==> config.mk <==
export PLATFORM = sky130hd
export DESIGN_NAME = single_wire_humidity_sensor_reader_top
export DESIGN_NICKNAME = d
export VERILOG_FILES = /design/src/sv/swhr_pkg.sv /design/src/sv/swhr_ctrl.sv /design/src/sv/swhr_decode.sv /design/src/sv/single_wire_humidity_sensor_reader_top.sv
export SDC_FILE = /design/constraint.sdc
export NUM_CORES = 1
export LEC_CHECK = 0
export BUFFER_PORTS_ARGS = -buffer_cell sky130_fd_sc_hd__buf_4
export CAP_MARGIN = 20
export CORE_AREA = 2 2 144 252
export CTS_CLUSTER_DIAMETER = 40
export DETAILED_ROUTE_END_ITERATION = 8
export DIE_AREA = 0 0 146 254
export SYNTH_ARGS = -nofsm -noshare
export SYNTH_HDL_FRONTEND = slang
export SYNTH_SLANG_ARGS = --single-unit
==> constraint.sdc <==
create_clock -name clk -period 15.1 [get_ports clk]
set_input_delay 0.755 -clock clk [delete_from_list [all_inputs] [get_ports clk]]
set_output_delay 0.755 -clock clk [all_outputs]
set_load 0.1 [all_outputs]
==> src/sv/swhr_pkg.sv <==
`timescale 1ns / 1ps
// Shared types and constants for the single-wire humidity sensor reader.
// No dependencies; imported by the controller, decode and top-level modules.
package swhr_pkg;

	localparam int unsigned TICK_W  = 16;
	localparam int unsigned BIT_W   = 6;
	localparam int unsigned FRAME_W = 40;
	localparam int unsigned TEMP_W  = 12;
	localparam int unsigned CFG_IDX_W  = 3;
	localparam int unsigned CFG_DATA_W = 16;

	// Number of data bits in one sensor frame
	localparam logic [BIT_W-1:0] FRAME_BITS = 6'd40;

	// Configuration register indexes
	localparam logic [CFG_IDX_W-1:0] CFG_START_LOW  = 3'd0;
	localparam logic [CFG_IDX_W-1:0] CFG_RELEASE    = 3'd1;
	localparam logic [CFG_IDX_W-1:0] CFG_TIMEOUT    = 3'd2;
	localparam logic [CFG_IDX_W-1:0] CFG_THRESHOLD  = 3'd3;
	localparam logic [CFG_IDX_W-1:0] CFG_MAX_RISE   = 3'd4;

	// Configuration reset values
	localparam logic [15:0] RST_START_LOW = 16'd18000;
	localparam logic [7:0]  RST_RELEASE   = 8'd40;
	localparam logic [7:0]  RST_TIMEOUT   = 8'd85;
	localparam logic [7:0]  RST_THRESHOLD = 8'd30;
	localparam logic [11:0] RST_MAX_RISE  = 12'd50;

	// Line protocol phases
	typedef enum logic [6:0] {
		PH_IDLE      = 7'b0000001,
		PH_START_LOW = 7'b0000010,
		PH_RELEASE   = 7'b0000100,
		PH_RESP_LOW  = 7'b0001000,
		PH_RESP_HIGH = 7'b0010000,
		PH_BIT_LOW   = 7'b0100000,
		PH_BIT_HIGH  = 7'b1000000
	} phase_t;

	typedef struct packed {
		logic [15:0] start_low_ticks;
		logic [7:0]  release_ticks;
		logic [7:0]  phase_timeout;
		logic [7:0]  one_threshold;
		logic [11:0] max_rise_tenths;
	} cfg_t;

	// Per-tick outcome of the line controller
	typedef struct packed {
		logic               drive_enable;
		logic               drive_level;
		logic               busy;
		logic               done;
		logic [FRAME_W-1:0] frame;
	} tick_res_t;

endpackage

==> src/sv/swhr_ctrl.sv <==
`timescale 1ns / 1ps
// Line controller: start pulse generation, phase timing and bit capture.
// Depends on swhr_pkg.
module swhr_ctrl (
	input  logic               clk,
	input  logic               arst_n,
	input  logic               accept,
	input  logic               line_level,
	input  logic               start_request,
	input  swhr_pkg::cfg_t     cfg,
	output swhr_pkg::tick_res_t res
);
	import swhr_pkg::*;

	typedef struct packed {
		phase_t              phase;
		logic [TICK_W-1:0]   tick;
		logic [BIT_W-1:0]    bitc;
		logic [FRAME_W-1:0]  frame;
		logic                done;
	} st_t;

	phase_t             phase_q;
	logic [TICK_W-1:0]  tick_q;
	logic [BIT_W-1:0]   bit_q;
	logic [FRAME_W-1:0] frame_q;
	st_t                st_nx;

	// Close the current phase and move to the next one
	function automatic st_t close_ph(st_t s, logic [TICK_W-1:0] cnt, logic [7:0] thr);
		st_t r;
		r = s;
		r.tick = '0;
		case (s.phase)
			PH_RESP_LOW:  r.phase = PH_RESP_HIGH;
			PH_RESP_HIGH: r.phase = PH_BIT_LOW;
			PH_BIT_LOW:   r.phase = PH_BIT_HIGH;
			PH_BIT_HIGH: begin
				r.frame = {s.frame[FRAME_W-2:0], (cnt > {8'd0, thr})};
				r.bitc  = s.bitc + 1'b1;
				if (r.bitc < FRAME_BITS) begin
					r.phase = PH_BIT_LOW;
				end else begin
					r.phase = PH_IDLE;
					r.done  = 1'b1;
				end
			end
			default: r.phase = PH_IDLE;
		endcase
		return r;
	endfunction

	// Work out one tick of the protocol
	always_comb begin
		st_t               s;
		logic              den;
		logic              dlev;
		logic              busy;
		logic              want_high;
		logic              sampling;
		logic [7:0]        lim;
		s.phase = phase_q;
		s.tick  = tick_q;
		s.bitc  = bit_q;
		s.frame = frame_q;
		s.done  = 1'b0;
		den     = 1'b0;
		dlev    = 1'b0;
		want_high = 1'b0;
		lim     = (cfg.phase_timeout == 8'd0) ? 8'd1 : cfg.phase_timeout;

		// drop unknown phase codes back to idle
		case (phase_q)
			PH_IDLE, PH_START_LOW, PH_RELEASE, PH_RESP_LOW,
			PH_RESP_HIGH, PH_BIT_LOW, PH_BIT_HIGH: s.phase = phase_q;
			default: s.phase = PH_IDLE;
		endcase

		if (s.phase == PH_IDLE && start_request) begin
			s.phase = PH_START_LOW;
			s.tick  = '0;
			s.bitc  = '0;
			s.frame = '0;
		end
		busy = (s.phase != PH_IDLE);

		// host start pulse: low stretch
		if (s.phase == PH_START_LOW) begin
			if (s.tick < cfg.start_low_ticks) begin
				den    = 1'b1;
				s.tick = s.tick + 1'b1;
			end
			if (s.tick >= cfg.start_low_ticks) begin
				s.phase = PH_RELEASE;
				s.tick  = '0;
			end
		end

		// host start pulse: high stretch before release
		if (s.phase == PH_RELEASE && !den) begin
			if (s.tick < {8'd0, cfg.release_ticks}) begin
				den    = 1'b1;
				dlev   = 1'b1;
				s.tick = s.tick + 1'b1;
			end
			if (s.tick >= {8'd0, cfg.release_ticks}) begin
				s.phase = PH_RESP_LOW;
				s.tick  = '0;
			end
		end

		// time the sensor phases on released ticks
		sampling = !den && (s.phase == PH_RESP_LOW || s.phase == PH_RESP_HIGH ||
			s.phase == PH_BIT_LOW || s.phase == PH_BIT_HIGH);
		if (sampling) begin
			want_high = (s.phase == PH_RESP_HIGH || s.phase == PH_BIT_HIGH);
			if (line_level != want_high) begin
				s = close_ph(s, s.tick, cfg.one_threshold);
			end
			if (!s.done) begin
				s.tick = s.tick + 1'b1;
				if (s.tick >= {8'd0, lim}) begin
					s = close_ph(s, s.tick, cfg.one_threshold);
				end
			end
		end

		st_nx            = s;
		res.drive_enable = den;
		res.drive_level  = dlev;
		res.busy         = busy;
		res.done         = s.done;
		res.frame        = s.frame;
	end

	// Advance state on each accepted tick
	always_ff @(posedge clk or negedge arst_n) begin
		if (!arst_n) begin
			phase_q <= PH_IDLE;
			tick_q  <= '0;
			bit_q   <= '0;
			frame_q <= '0;
		end else if (accept) begin
			phase_q <= st_nx.phase;
			tick_q  <= st_nx.tick;
			bit_q   <= st_nx.bitc;
			frame_q <= st_nx.frame;
		end
	end

endmodule

==> src/sv/swhr_decode.sv <==
`timescale 1ns / 1ps
// Frame decode: humidity, temperature, checksum and rise check, plus held results.
// Depends on swhr_pkg.
module swhr_decode (
	input  logic                        clk,
	input  logic                        arst_n,
	input  logic                        accept,
	input  swhr_pkg::tick_res_t         res,
	input  logic [11:0]                 max_rise_tenths,
	output logic [7:0]                  humidity,
	output logic [swhr_pkg::TEMP_W-1:0] temperature_tenths,
	output logic                        checksum_ok,
	output logic                        rise_plausible
);
	import swhr_pkg::*;

	logic [7:0]        hum_q;
	logic [TEMP_W-1:0] temp_q;
	logic              chk_q;
	logic              rise_q;
	logic [TEMP_W-1:0] last_temp_q;

	logic [7:0]          b0, b1, b2, b3, b4;
	logic [TEMP_W-1:0]   temp_nx;
	logic [9:0]          byte_sum;
	logic                chk_nx;
	logic signed [12:0]  diff;
	logic                rise_nx;

	// Split the frame and evaluate it
	always_comb begin
		b0       = res.frame[39:32];
		b1       = res.frame[31:24];
		b2       = res.frame[23:16];
		b3       = res.frame[15:8];
		b4       = res.frame[7:0];
		temp_nx  = {1'b0, b2, 3'b000} + {3'b000, b2, 1'b0} + {4'd0, b3};
		byte_sum = {2'b00, b0} + {2'b00, b1} + {2'b00, b2} + {2'b00, b3};
		chk_nx   = (byte_sum[7:0] == b4);
		diff     = $signed({1'b0, temp_nx}) - $signed({1'b0, last_temp_q});
		rise_nx  = (diff < $signed({1'b0, max_rise_tenths}));
	end

	// Show fresh values on the completing tick, else the held ones
	assign humidity           = res.done ? b0 : hum_q;
	assign temperature_tenths = res.done ? temp_nx : temp_q;
	assign checksum_ok        = res.done ? chk_nx : chk_q;
	assign rise_plausible     = res.done ? rise_nx : rise_q;

	// Hold results of the last completed reading
	always_ff @(posedge clk or negedge arst_n) begin
		if (!arst_n) begin
			hum_q       <= '0;
			temp_q      <= '0;
			chk_q       <= 1'b0;
			rise_q      <= 1'b0;
			last_temp_q <= '0;
		end else if (accept && res.done) begin
			hum_q       <= b0;
			temp_q      <= temp_nx;
			chk_q       <= chk_nx;
			rise_q      <= rise_nx;
			last_temp_q <= temp_nx;
		end
	end

endmodule

==> src/sv/single_wire_humidity_sensor_reader_top.sv <==
`timescale 1ns / 1ps
// Top level of the single-wire humidity sensor reader: config registers and output register.
// Depends on swhr_pkg, swhr_ctrl and swhr_decode.
//
//   channel  handshake            payload
//   in       in_valid / in_stall   line_level, start_request
//   out      out_valid / out_stall drive_enable, drive_level, busy_res, reading_done,
//                                  humidity, temperature_tenths, checksum_ok, rise_plausible
//   cfg      cfg_write             cfg_index, cfg_data
//
// One tick transaction is taken per cycle while in_stall is low; its result appears in the next cycle.
// All work for a tick runs between the controller state and the output register.
// in_stall rises only while a result sits in the output register and out_stall is high.
// Reset clears the controller to idle, held results to zero and config to defaults.
module single_wire_humidity_sensor_reader_top (
	input  logic                                clk,
	input  logic                                arst_n,
	input  logic                                in_valid,
	output logic                                in_stall,
	input  logic                                line_level,
	input  logic                                start_request,
	output logic                                out_valid,
	input  logic                                out_stall,
	output logic                                drive_enable,
	output logic                                drive_level,
	output logic                                busy_res,
	output logic                                reading_done,
	output logic [7:0]                          humidity,
	output logic [swhr_pkg::TEMP_W-1:0]         temperature_tenths,
	output logic                                checksum_ok,
	output logic                                rise_plausible,
	input  logic                                cfg_write,
	input  logic [swhr_pkg::CFG_IDX_W-1:0]      cfg_index,
	input  logic [swhr_pkg::CFG_DATA_W-1:0]     cfg_data
);
	import swhr_pkg::*;

	cfg_t              cfg_q;
	tick_res_t         res;
	logic              accept;
	logic [7:0]        hum_nx;
	logic [TEMP_W-1:0] temp_nx;
	logic              chk_nx;
	logic              rise_nx;

	// Take a transaction unless a result is stuck in the output register
	assign in_stall = out_valid && out_stall;
	assign accept   = in_valid && !in_stall;

	// Configuration registers
	always_ff @(posedge clk or negedge arst_n) begin
		if (!arst_n) begin
			cfg_q.start_low_ticks <= RST_START_LOW;
			cfg_q.release_ticks   <= RST_RELEASE;
			cfg_q.phase_timeout   <= RST_TIMEOUT;
			cfg_q.one_threshold   <= RST_THRESHOLD;
			cfg_q.max_rise_tenths <= RST_MAX_RISE;
		end else if (cfg_write) begin
			case (cfg_index)
				CFG_START_LOW: cfg_q.start_low_ticks <= cfg_data;
				CFG_RELEASE:   cfg_q.release_ticks   <= cfg_data[7:0];
				CFG_TIMEOUT:   cfg_q.phase_timeout   <= cfg_data[7:0];
				CFG_THRESHOLD: cfg_q.one_threshold   <= cfg_data[7:0];
				CFG_MAX_RISE:  cfg_q.max_rise_tenths <= cfg_data[11:0];
				default: ;
			endcase
		end
	end

	swhr_ctrl u_ctrl (
		.clk           (clk),
		.arst_n        (arst_n),
		.accept        (accept),
		.line_level    (line_level),
		.start_request (start_request),
		.cfg           (cfg_q),
		.res           (res)
	);

	swhr_decode u_decode (
		.clk                (clk),
		.arst_n             (arst_n),
		.accept             (accept),
		.res                (res),
		.max_rise_tenths    (cfg_q.max_rise_tenths),
		.humidity           (hum_nx),
		.temperature_tenths (temp_nx),
		.checksum_ok        (chk_nx),
		.rise_plausible     (rise_nx)
	);

	// Output valid: set on accept, hold while stalled
	always_ff @(posedge clk or negedge arst_n) begin
		if (!arst_n) begin
			out_valid <= 1'b0;
		end else begin
			out_valid <= accept || (out_valid && out_stall);
		end
	end

	// Output payload register
	always_ff @(posedge clk) begin
		if (accept) begin
			drive_enable       <= res.drive_enable;
			drive_level        <= res.drive_level;
			busy_res           <= res.busy;
			reading_done       <= res.done;
			humidity           <= hum_nx;
			temperature_tenths <= temp_nx;
			checksum_ok        <= chk_nx;
			rise_plausible     <= rise_nx;
		end
	end

endmodule

**After elaboration in Yosys (flattened, before gate mapping)**

Cells that the tools add are included.

- Add/subtract/negate cells: 11
- Magnitude comparators: 10
- Equal/unequal tests: 25
- Mux-type cells: 33
- Reduce and logical (&&, ||, !) cells: 22

Operators with widths:

| cell | number |
|---|---|
| 70-bit 2-to-1 mux | 5 |
| 47-bit 2-to-1 mux | 2 |
| 23-bit 2-to-1 mux | 4 |
| 69-bit 2-to-1 mux | 1 |
| 16-bit 2-to-1 mux | 4 |
| 7-bit one-hot mux with 4 select lines | 2 |
| 16-bit by 1-bit adder with 16-bit output (second input constant) | 3 |
| 16-bit by 8-bit >= comparator with 1-bit output | 2 |
| 16-bit by 8-bit > comparator with 1-bit output | 2 |
| 8-bit adder | 3 |
| 7-bit by 4-bit == test with 1-bit output (second input constant) | 3 |
| 7-bit by 5-bit == test with 1-bit output (second input constant) | 3 |
| 7-bit by 6-bit == test with 1-bit output (second input constant) | 3 |
| 7-bit == test (second input constant) | 3 |
| 16-bit >= comparator | 1 |
| 16-bit < comparator | 1 |
| 16-bit by 8-bit < comparator with 1-bit output | 1 |
| 8-bit 2-to-1 mux | 2 |
| 7-bit by 1-bit == test with 1-bit output (second input constant) | 2 |
| 7-bit by 2-bit == test with 1-bit output (second input constant) | 2 |
| 7-bit by 3-bit == test with 1-bit output (second input constant) | 2 |
| 13-bit < comparator | 1 |
| 12-bit by 12-bit subtractor with 13-bit output | 1 |
| 11-bit by 9-bit adder with 12-bit output | 1 |
| other kinds (20) | 47 |

- Register bits: 170
- Bits of input ports: 26
- Output and inout port bits: 28
- Word-level logic and storage cells: 123

**Longest topological paths before layout**

Gate-level depths: netlist of run 1.

- Depth after elaboration: 36
- Mapped depth: 92
- Mapped depth without buffers: 83

**Cells and area by module**

A second synthesis of run 1 with hierarchy kept.

- Cells, all modules: 1519
- Area, all modules: 14079.8 um^2

By module, submodules not included:

| module | times used | cells each | area each (um^2) | sequential area each (um^2) |
|---|---|---|---|---|
| swhr_ctrl | 1 | 1056 | 8305.5 | 1727.9 |
| swhr_decode | 1 | 320 | 2949.1 | 550.5 |
| single_wire_humidity_sensor_reader_top | 1 | 143 | 2825.2 | 2129.5 |

**Least setup slack after synthesis of run 1**

Ideal clock, no wire load.

- Kind: reg-to-reg
- Start point: register u_ctrl.phase_q[2]
- End point: register rise_plausible (data pin)
- Setup time: 0.260 ns
- Arrival: 15.992 ns
- Data required time: 14.840 ns
- Slack: -1.151 ns
- Cell stages (with the launch flop): 89
- Buffers on the path: 10
- Period minus slack after synthesis: 16.251 ns
- Path through: dfrtp_1 > buf_4 > nor4_4 > nand4_4 > nand3_2 > buf_2 > buf_2 > buf_1 > buf_2 > and2_1 > ha_1 > a21oi_1 > o21ai_0 > a211o_1 > o21ba_4 > buf_6 > buf_2 > nor4_1 > [53 not listed] > ha_1 > ha_1 > fa_1 > ha_1 > o21ai_0 > nand2b_1 > a21o_1 > a21o_1 > a21o_1 > a21o_1 > a21o_1 > a21o_1 > xor2_1 > ha_1 > a21oi_1 > nor2b_1 > o22ai_1 > mux2_2

RTL lines:

| item | line | text |
|---|---|---|
| start, declared | swhr_ctrl.sv:23 | `phase_t phase_q;` |
| start signal, assigned | swhr_ctrl.sv:144 | `phase_q <= st_nx.phase;` |
| end signal, assigned | single_wire_humidity_sensor_reader_top.sv:111 | `rise_plausible <= rise_nx;` |
| end, declared | single_wire_humidity_sensor_reader_top.sv:31 | `output logic rise_plausible,` |

==> results.json, run 1 <==
{
  "outcome": "finished, final reports clean",
  "setup_slack_ps": 152,
  "internal-power_mw": 1.20,
  "power_density_nw_per_um2": 115,
  "cts.clk_slew.worst_paths_ps": 70,
  "gp_congestion": 0.947,
  "cp-end-kind": "flip-flop",
  "cts_tree": "yes",
  "combPwrFrac_pct": 51.2,
  "clkLatencyLatePin_ps": 470,
  "netSwitchingFraction_pct": 41.2,
  "synth.most_common_cell": "nand2_1",
  "grt_use_total_pct": 25.0,
  "diodes": 0,
  "syn-num-nets": 1794,
  "syn_area_sq_um": 13900,
  "drive_gt1_share_pct": 29.2,
  "yosys.area.top_type": "dfrtp_1",
  "setup_viol": 0,
  "ys_ff_latch": 170,
  "cts_root_buf": "clkbuf_16",
  "max_slew_margin_pct": 43.3,
  "grt_max_degree": 86,
  "ant_nets": 0,
  "synth_cell_types": 103,
  "synthCells": 1632,
  "drt_wl_total_um": 47700,
  "clockBufferDepth": 2,
  "design_area_sq_um": 17800,
  "antenna_found_initial": 0,
  "first_pass_iters": 7,
  "synth_top_area_share_pct": 22.5,
  "power_switching_mw": 0.841,
  "synth-edff-count": 26,
  "cts_buffers": 17,
  "path_class": "reg2reg",
  "yosys_warnings": 0,
  "ios": 54,
  "cts_sinks": 170,
  "synth_seq_area_share_pct": 31.7,
  "ys_async_sr_fraction_pct": 84.7,
  "holdBufCountCts": 0,
  "fin_nets": 2025,
  "initialDrtViolationCount": 717,
  "pwr-share-clk_pct": 21.7,
  "slowest_delay_ps": 480,
  "num_rows": 91,
  "first_global_vias": 13104,
  "dpl_cell_area_sq_um": 16200,
  "synth-main-ff-cell": "dfrtp_1",
  "avgViaCountPerCell": 5.63,
  "dpl.hpwl_um": 36200,
  "seqPwrFrac_pct": 27.1,
  "cp_top_family": "compound AO/OA/AOI/OAI gates",
  "synthTopCellsByCount": "nand2_1 (266), o21ai_0 (126), dfrtp_1 (125)",
  "period_share_pct": 99.0,
  "cp_max_fo": 9,
  "rsz0062_at_grt": "yes",
  "synth.area.top_cells": "dfrtp_1 (23%), ha_1 (11%), nand2_1 (7.2%), edfxtp_1 (5.6%), o21ai_0 (4.5%)",
  "grt_pass1_wl_um": 71700,
  "leakage_nw": 8.23,
  "finalClockSkew_ps": 19.5,
  "finalMaxSlewViolations": 0,
  "drc": 0,
  "vdd_drop_max_mv": 0.0979,
  "area_delta_synth_final_pct": 28.2,
  "critPathSlowestCell": "fa_2",
  "critPathBufInv": 14,
  "vias": 13188,
  "finalHoldViolCount": 0,
  "arrival_ps": 15170,
  "syn_area_per_cell_sq_um": 8.51,
  "drv_cap": 0,
  "dpl_worst_slack_ps": -61.1,
  "tightest_slew_ps": 851,
  "htreeDepth": 4,
  "period_needed_ps": 14950,
  "port_buffers": 53,
  "initial_core_util_pct": 39.6,
  "die_h_um": 254,
  "hold_path.class": "in2async",
  "path_common_cell": "buf_4",
  "wl_per_cell_um": 20.4,
  "max_freq_ghz": 0.0669,
  "grt_remaining_overflow": 0,
  "core-area_sq_um": 35100,
  "floorplan.die_area_sq_um": 37100,
  "worstSetupStartpointType": "flip-flop",
  "required_ps": 15320,
  "die_width_um": 146
}
[layer usage]
layer | routed length [um] | part of all wire, % | up-vias | global-route usage (%)
met3 | 1610 | 3.4 | 188 | 3.34
met1 | 16600 | 35 | 6361 | 24.4
li1 | - | - | 6243 | -
met4 | 3840 | 8.0 | 0 | 18.4
met5 | 0 | 0 | - | 0
met2 | 25600 | 54 | 396 | 47.7
[cells by family (layout without fill, tap and decap cells)]
| logic type | count (synthesis) | after routing | share of synthesized area, % |
|---|---|---|---|
| AO/OA/AOI/OAI | 407 | 407 | 20.1 |
| XOR/XNOR | 76 | 76 | 4.79 |
| adder cells (fa/ha/maj) | 137 | 137 | 13.4 |
| buffers and inverters | 190 | 433 | 5.59 |
| flip-flops | 170 | 170 | 31.7 |
| multiplexers | 43 | 43 | 3.29 |
| AND/OR/NAND/NOR | 609 | 610 | 21.2 |
[cell type report]
class,instances,area [sq um]
fill,3460,17300
clock inverter,13,134
sequential,170,4410
clock buffer,19,433
tap,465,582
timing repair buffer,292,2340
inverter,109,412
multi-input combinational,1273,9490
[metrics by stage]
stage / power (mW) / std cells / hold slack [ps] / setup TNS [ps] / utilization [%]
after floorplan: 1.13 / 1632 / 442 / 0 / -
after global placement: 1.46 / 2271 / 457 / 0 / 46.2
after detailed placement: 1.47 / 2271 / 467 / -61.1 / 46.2
after CTS: 1.92 / 2303 / 382 / 0 / 47.9
after global routing: 2.16 / 2341 / 424 / -2920 / 50.8
final: 2.04 / 2341 / 347 / 0 / 50.8
[sequential cells by signal, indices dropped and copies added, names as in the netlist, 6 cells and up]
signal	cells
cfg_q	52
humidity	8
temperature_tenths	12
u_ctrl.bit_q	6
u_ctrl.frame_q	40
u_ctrl.phase_q	7
u_ctrl.tick_q	16
u_decode.hum_q	8
u_decode.temp_q	12
[worst register-to-register path, delay by kind of cell, from the launching register on]
family,cells,cell delay [ps]
adder cells (fa/ha/maj),10,2680
AO/OA/AOI/OAI,33,5550
multiplexers,1,270
XOR/XNOR,4,650
AND/OR/NAND/NOR,16,2920
flip-flops,1,420
buffers and inverters,14,2230
[cell usage in the layout, fill, tap and decap left out, drive strengths merged, types with 19 or more instances in the layout]
master  Yosys  routed
nand3      54      55
o31ai      31      31
nor2b      19      19
xor2       28      28
a21o       29      29
fa         19      19
dfrtp     125     125
nor3       24      24
mux2       21      21
and3       22      22
dfstp      19      19
inv       109     116
nor2      115     115
edfxtp     26      26
clkbuf     49      20
o21ai     136     136
xnor2      48      48
nand2     267     267
ha        117     117
mux2i      22      22
a21oi      77      77
buf        32     291
nand4      28      28
[final timing paths]
kind                                         from                  to  slack [ps]  cells after the start
worst max-delay path            u_ctrl.phase_q[6]      rise_plausible         150                     78
worst min-delay path                       arst_n  u_decode.temp_q[8]         350                      1
min in group clk                  u_decode.rise_q     u_decode.rise_q         480                      2
worst min register to register    u_decode.rise_q     u_decode.rise_q         480                      2
worst max register to register  u_ctrl.phase_q[6]      rise_plausible         150                     78
max in group asynchronous                  arst_n   u_ctrl.phase_q[2]       13310                      2
[power by group through the flow]
stage	Combinational [mW]	Sequential [mW]	Clock, mW
3_5_place_dp	0.910	0.559	0
3_3_place_gp	0.897	0.559	0
4_1_cts	0.918	0.551	0.450
6_report	1.04	0.552	0.443
2_1_floorplan	0.567	0.565	0
5_1_grt	1.13	0.557	0.468
[repair_timing]
action,4_1_cts,5_1_grt
resized for setup,5,142
endpoints found under the setup margin,2,4
gates cloned,0,2
setup buffers,0,37
pin swaps,0,66
Note: power is estimated with default switching activity, not from simulation.
==> run 2, diff against run 1 <==
--- a/config.mk
+++ b/config.mk
@@ -8,6 +8,7 @@
 export BUFFER_PORTS_ARGS = -buffer_cell sky130_fd_sc_hd__buf_4
 export CAP_MARGIN = 20
 export CORE_AREA = 2 2 144 252
+export CTS_BUF_LIST = sky130_fd_sc_hd__clkbuf_4
 export CTS_CLUSTER_DIAMETER = 40
 export DETAILED_ROUTE_END_ITERATION = 8
 export DIE_AREA = 0 0 146 254
==> results.json, run 2 (synthesis results as in run 1) <==
{
  "cts_buffers": 17,
  "cts.clk_slew.worst_paths_ps": 190,
  "drv_cap": 0,
  "die_width_um": 146,
  "area_delta_synth_final_pct": 24.6,
  "slowest_delay_ps": 510,
  "vdd_drop_max_mv": 0.0672,
  "cts_sinks": 170,
  "leakage_nw": 8.07,
  "setup_viol": 0,
  "required_ps": 15510,
  "worstSetupStartpointType": "flip-flop",
  "max_freq_ghz": 0.0665,
  "wl_per_cell_um": 20.2,
  "combPwrFrac_pct": 55.5,
  "reg.largest.list": "cfg_q (52), u_ctrl.frame_q (40), u_ctrl.tick_q (16)",
  "dpl_cell_area_sq_um": 16200,
  "power_switching_mw": 0.814,
  "antenna_found_initial": 1,
  "clockBufferDepth": 2,
  "initialDrtViolationCount": 714,
  "cts_root_buf": "clkbuf_4",
  "design_area_sq_um": 17300,
  "timing.hold.ws_ps": 154,
  "ff_latch_area_sq_um": 4410,
  "floorplan.die_area_sq_um": 37100,
  "clkLatencyLatePin_ps": 650,
  "pwr-share-clk_pct": 14.8,
  "drive_gt1_share_pct": 28.1,
  "netSwitchingFraction_pct": 43.7,
  "max_slew_margin_pct": 44.1,
  "largest_reg_flops": 52,
  "hold_path.class": "in2async",
  "vias": 13139,
  "finalMaxSlewViolations": 0,
  "cp_max_fo": 7,
  "final_common_cell": "buf_4",
  "ant_nets": 0,
  "place_inst": 2271,
  "period_share_pct": 99.5,
  "grt_max_degree": 86,
  "regMostFlops": "cfg_q",
  "grt_pass1_wl_um": 71100,
  "finalHoldViolCount": 0,
  "grt_remaining_overflow": 0,
  "cts_tree": "yes",
  "final_cell_mix": "buf_4 (266), nand2_1 (261), dfrtp_1 (124)",
  "drc": 0,
  "rsz0062_at_grt": "yes",
  "drt_wl_total_um": 47100,
  "multi_input_area_sq_um": 9390,
  "htreeDepth": 4,
  "die_h_um": 254,
  "tightest_slew_ps": 839,
  "cp-end-kind": "flip-flop",
  "internal-power_mw": 1.05,
  "ios": 54,
  "n_fill_cell": 3508,
  "holdBufCountCts": 0,
  "num_rows": 91,
  "dpl.hpwl_um": 36200,
  "total_power_mw": 1.86,
  "fin_setup_tns_ps": 0,
  "first_global_vias": 13019,
  "finalClockSkew_ps": 56.7,
  "grt_use_total_pct": 24.8,
  "first_pass_iters": 7,
  "seqPwrFrac_pct": 29.6,
  "period_needed_ps": 15030,
  "outcome": "finished, final reports clean",
  "initial_core_util_pct": 39.6,
  "final_cells": 2334,
  "critPathSlowestCell": "or4_1",
  "core-area_sq_um": 35100,
  "avgViaCountPerCell": 5.63,
  "gp_congestion": 0.947,
  "fin_nets": 2017,
  "arrival_ps": 15440,
  "power_density_nw_per_um2": 108,
  "path_class": "reg2reg",
  "port_buffers": 53
}
## run 2: cell count changes in the layout (fill, tap and decap cells not counted), moves of 4 or more
cell | before | now
clkbuf_16 | 18 | 1
clkbuf_4 | 0 | 19
ha_1 | 99 | 104
ha_4 | 14 | 10
nor2_2 | 12 | 8
## run 2: cell type report
cell class | count | area share, %
Clock inverter | 13 | 0.774
Sequential cell | 170 | 25.5
Inverter | 109 | 2.36
Antenna cell | 1 | 0.0145
Clock buffer | 19 | 0.824
Timing Repair Buffer | 284 | 12.9
Tap cell | 465 | 3.36
Multi-Input combinational cell | 1273 | 54.2
## run 2: worst max-delay path: cells and delay by family, from the launching register on
kind,cells,cell delay (ps)
flip-flops,1,470
adder cells (fa/ha/maj),10,2570
AO/OA/AOI/OAI,29,5170
buffers and inverters,12,1740
XOR/XNOR,4,700
AND/OR/NAND/NOR,22,3850
multiplexers,1,270
## run 2: layer usage
metal | GRT usage [%] | wire length [um] | vias up
li1 | - | - | 6233
met1 | 24.4 | 16300 | 6299
met2 | 47.6 | 25700 | 432
met3 | 2.85 | 1510 | 175
met4 | 17.7 | 3640 | 0
met5 | 0 | 0 | -
## run 2: power by group through the flow
stage	Combinational [mW]	Sequential [mW]	Clock, mW
3_5_place_dp	0.910	0.559	0
2_1_floorplan	0.567	0.565	0
6_report	1.03	0.552	0.277
3_3_place_gp	0.897	0.559	0
5_1_grt	1.13	0.557	0.301
4_1_cts	0.916	0.550	0.285
## run 2: metrics by stage
stage	utilization, %	setup slack, ps
2_1_floorplan	-	9.00
3_3_place_gp	46.2	73.1
3_5_place_dp	46.2	-61.1
4_1_cts	47.1	47.9
5_1_grt	49.4	-766
6_report	49.4	69.0
## run 2: repair_timing
item,4_1_cts,5_1_grt
setup buffers,0,30
endpoints found under the setup margin,1,4
pin swaps,0,67
gates resized for setup,3,114
cloned,0,2
## run 2: final timing paths
| check | from | endpoint | slack [ps] | cells after the start |
|---|---|---|---|---|
| setup reg to reg | u_ctrl.phase_q[1] | rise_plausible | 70 | 78 |
| hold / removal | arst_n | cfg_q[39] | 150 | 1 |
| hold reg to reg | u_decode.rise_q | u_decode.rise_q | 500 | 2 |
| min in group clk | cfg_data[15] | cfg_q[51] | 290 | 3 |
| max in group asynchronous | arst_n | u_ctrl.phase_q[2] | 13510 | 2 |
| setup / recovery | u_ctrl.phase_q[1] | rise_plausible | 70 | 78 |
==> run 3, diff against run 2 <==
==> constraint.sdc (replaced) <==
create_clock -name clk -period 15.1 [get_ports clk]
set_input_delay 0 -clock clk [delete_from_list [all_inputs] [get_ports clk]]
set_output_delay 0 -clock clk [all_outputs]
set_load 0.1 [all_outputs]
==> results.json, run 3 (synthesis results as in run 1) <==
{
  "outcome": "finished, final reports clean",
  "total_power_mw": 1.91,
  "dpl_cell_area_sq_um": 16200,
  "power_density_nw_per_um2": 107,
  "rsz0062_at_grt": "yes",
  "arrival_ps": 15480,
  "finalMaxSlewViolations": 0,
  "grt_use_total_pct": 25.5,
  "leakage_nw": 8.30,
  "cp-endpoint": "rise_plausible",
  "max_freq_ghz": 0.0664,
  "cts_tree": "yes",
  "finalClockSkew_ps": 41.6,
  "final_common_cell": "buf_4",
  "drive_gt1_share_pct": 27.7,
  "core-area_sq_um": 35100,
  "r2r_cells": 81,
  "drv_cap": 0,
  "regMostFlops": "cfg_q",
  "grt_pass1_wl_um": 73000,
  "required_ps": 15520,
  "gp_congestion": 0.963,
  "r2r-end": "rise_plausible",
  "port_buffers": 53,
  "combPwrFrac_pct": 57.0,
  "drt_wl_total_um": 48300,
  "avgViaCountPerCell": 5.62,
  "fin_setup_tns_ps": 0,
  "path_common_cell": "a21o_1",
  "path_class": "reg2reg",
  "vias": 13458,
  "cts_buffers": 17,
  "wl_per_cell_um": 20.2,
  "final_cell_mix": "buf_4 (270), nand2_1 (262), dfrtp_1 (124)",
  "initialDrtViolationCount": 766,
  "cts.clk_slew.worst_paths_ps": 150,
  "grt_remaining_overflow": 0,
  "largest_reg_flops": 52,
  "area_delta_synth_final_pct": 28.9,
  "drc": 0,
  "vdd_drop_max_mv": 0.0649,
  "first_pass_iters": 7,
  "max_slew_margin_pct": 38.0,
  "slowest_delay_ps": 590,
  "grt_max_degree": 65,
  "cp-end-kind": "flip-flop",
  "period_needed_ps": 15060,
  "antenna_found_initial": 1,
  "hold_path.class": "in2reg",
  "cp_max_fo": 7,
  "first_global_vias": 13383,
  "netSwitchingFraction_pct": 43.5,
  "rrSetupSlack_ps": 40,
  "num_rows": 91,
  "critPathSlowestCell": "fa_2",
  "clockBufferDepth": 2,
  "die_h_um": 254,
  "reg.largest.list": "cfg_q (52), u_ctrl.frame_q (40), u_ctrl.tick_q (16)",
  "tightest_slew_ps": 927,
  "die_width_um": 146,
  "fin_nets": 2077,
  "pwr-share-clk_pct": 14.1,
  "cts_root_buf": "clkbuf_4",
  "clkLatencyLatePin_ps": 650,
  "htreeDepth": 4,
  "floorplan.die_area_sq_um": 37100,
  "power_switching_mw": 0.833,
  "design_area_sq_um": 17900,
  "ant_nets": 0,
  "cts_sinks": 170,
  "seqPwrFrac_pct": 28.8,
  "ios": 54,
  "period_share_pct": 99.7,
  "initial_core_util_pct": 39.6,
  "worstSetupStartpointType": "flip-flop",
  "setup_viol": 0,
  "dpl.hpwl_um": 36100,
  "startpoint": "u_ctrl.phase_q[1]",
  "finalHoldViolCount": 0,
  "timing.rr.start": "u_ctrl.phase_q[1]",
  "internal-power_mw": 1.08
}
-- run 3: per-stage QoR --
| step | instances | setup slack, ps | hold WS (ps) | util [%] |
|---|---|---|---|---|
| after global placement | 2275 | 192 | 126 | 46.3 |
| after floorplan | 1632 | 9.00 | -296 | - |
| final | 2394 | 42.1 | 148 | 51.1 |
| after global routing | 2394 | -697 | 145 | 51.1 |
| after CTS | 2362 | 5.27 | 101 | 48.7 |
| after detailed placement | 2275 | -98.7 | 133 | 46.3 |
-- run 3: layer usage --
metal | global-route usage, % | up-vias | wire (um)
met1 | 25.2 | 6469 | 16600
met5 | 0 | - | 0
met4 | 18.3 | 0 | 4160
met2 | 49.0 | 439 | 26000
li1 | - | 6364 | -
met3 | 2.51 | 186 | 1510
-- run 3: layout make-up --
class,instances,area (sq um)
diodes,1,2.50
well taps,465,582
clock buffers,20,150
multi-input cells,1274,9420
flip-flops and latches,170,4410
repair buffers,343,2820
inverters,109,412
fillers,3379,17200
clock inverters,12,113
-- run 3: how the worst min path moves through the flow --
stage / end / from / cells past startpoint
2_1_floorplan: cfg_q[0] / arst_n / 0
3_3_place_gp: u_decode.temp_q[8] / arst_n / 1
3_5_place_dp: u_decode.temp_q[8] / arst_n / 1
4_1_cts: cfg_q[10] / cfg_data[10] / 4
5_1_grt: cfg_q[8] / cfg_data[8] / 4
6_report: cfg_q[10] / cfg_data[10] / 4
-- run 3: repair_timing --
item                                   in CTS  in global routing
resized for setup                           1                125
setup buffers                               0                 29
pin swaps                                   0                 66
endpoints found under the hold margin     150                  0
setup endpoints to repair                   4                  5
hold buffers                               55                  0
gates cloned                                0                  2
-- run 3: power by group through the flow --
stage | sequential [mW] | clock, mW | combinational, mW
2_1_floorplan | 0.565 | 0 | 0.567
3_3_place_gp | 0.558 | 0 | 0.903
3_5_place_dp | 0.559 | 0 | 0.921
4_1_cts | 0.550 | 0.281 | 0.945
5_1_grt | 0.556 | 0.293 | 1.17
6_report | 0.551 | 0.271 | 1.09
-- run 3: worst max-delay path, delay by kind of cell, from the launching register on --
kind	cells	cell delay (ps)
xor+xnor	3	440
fa+ha+maj	11	3200
buf+inv	10	1330
compound gates	31	5620
flops	1	450
mux	2	460
simple gates	24	3290
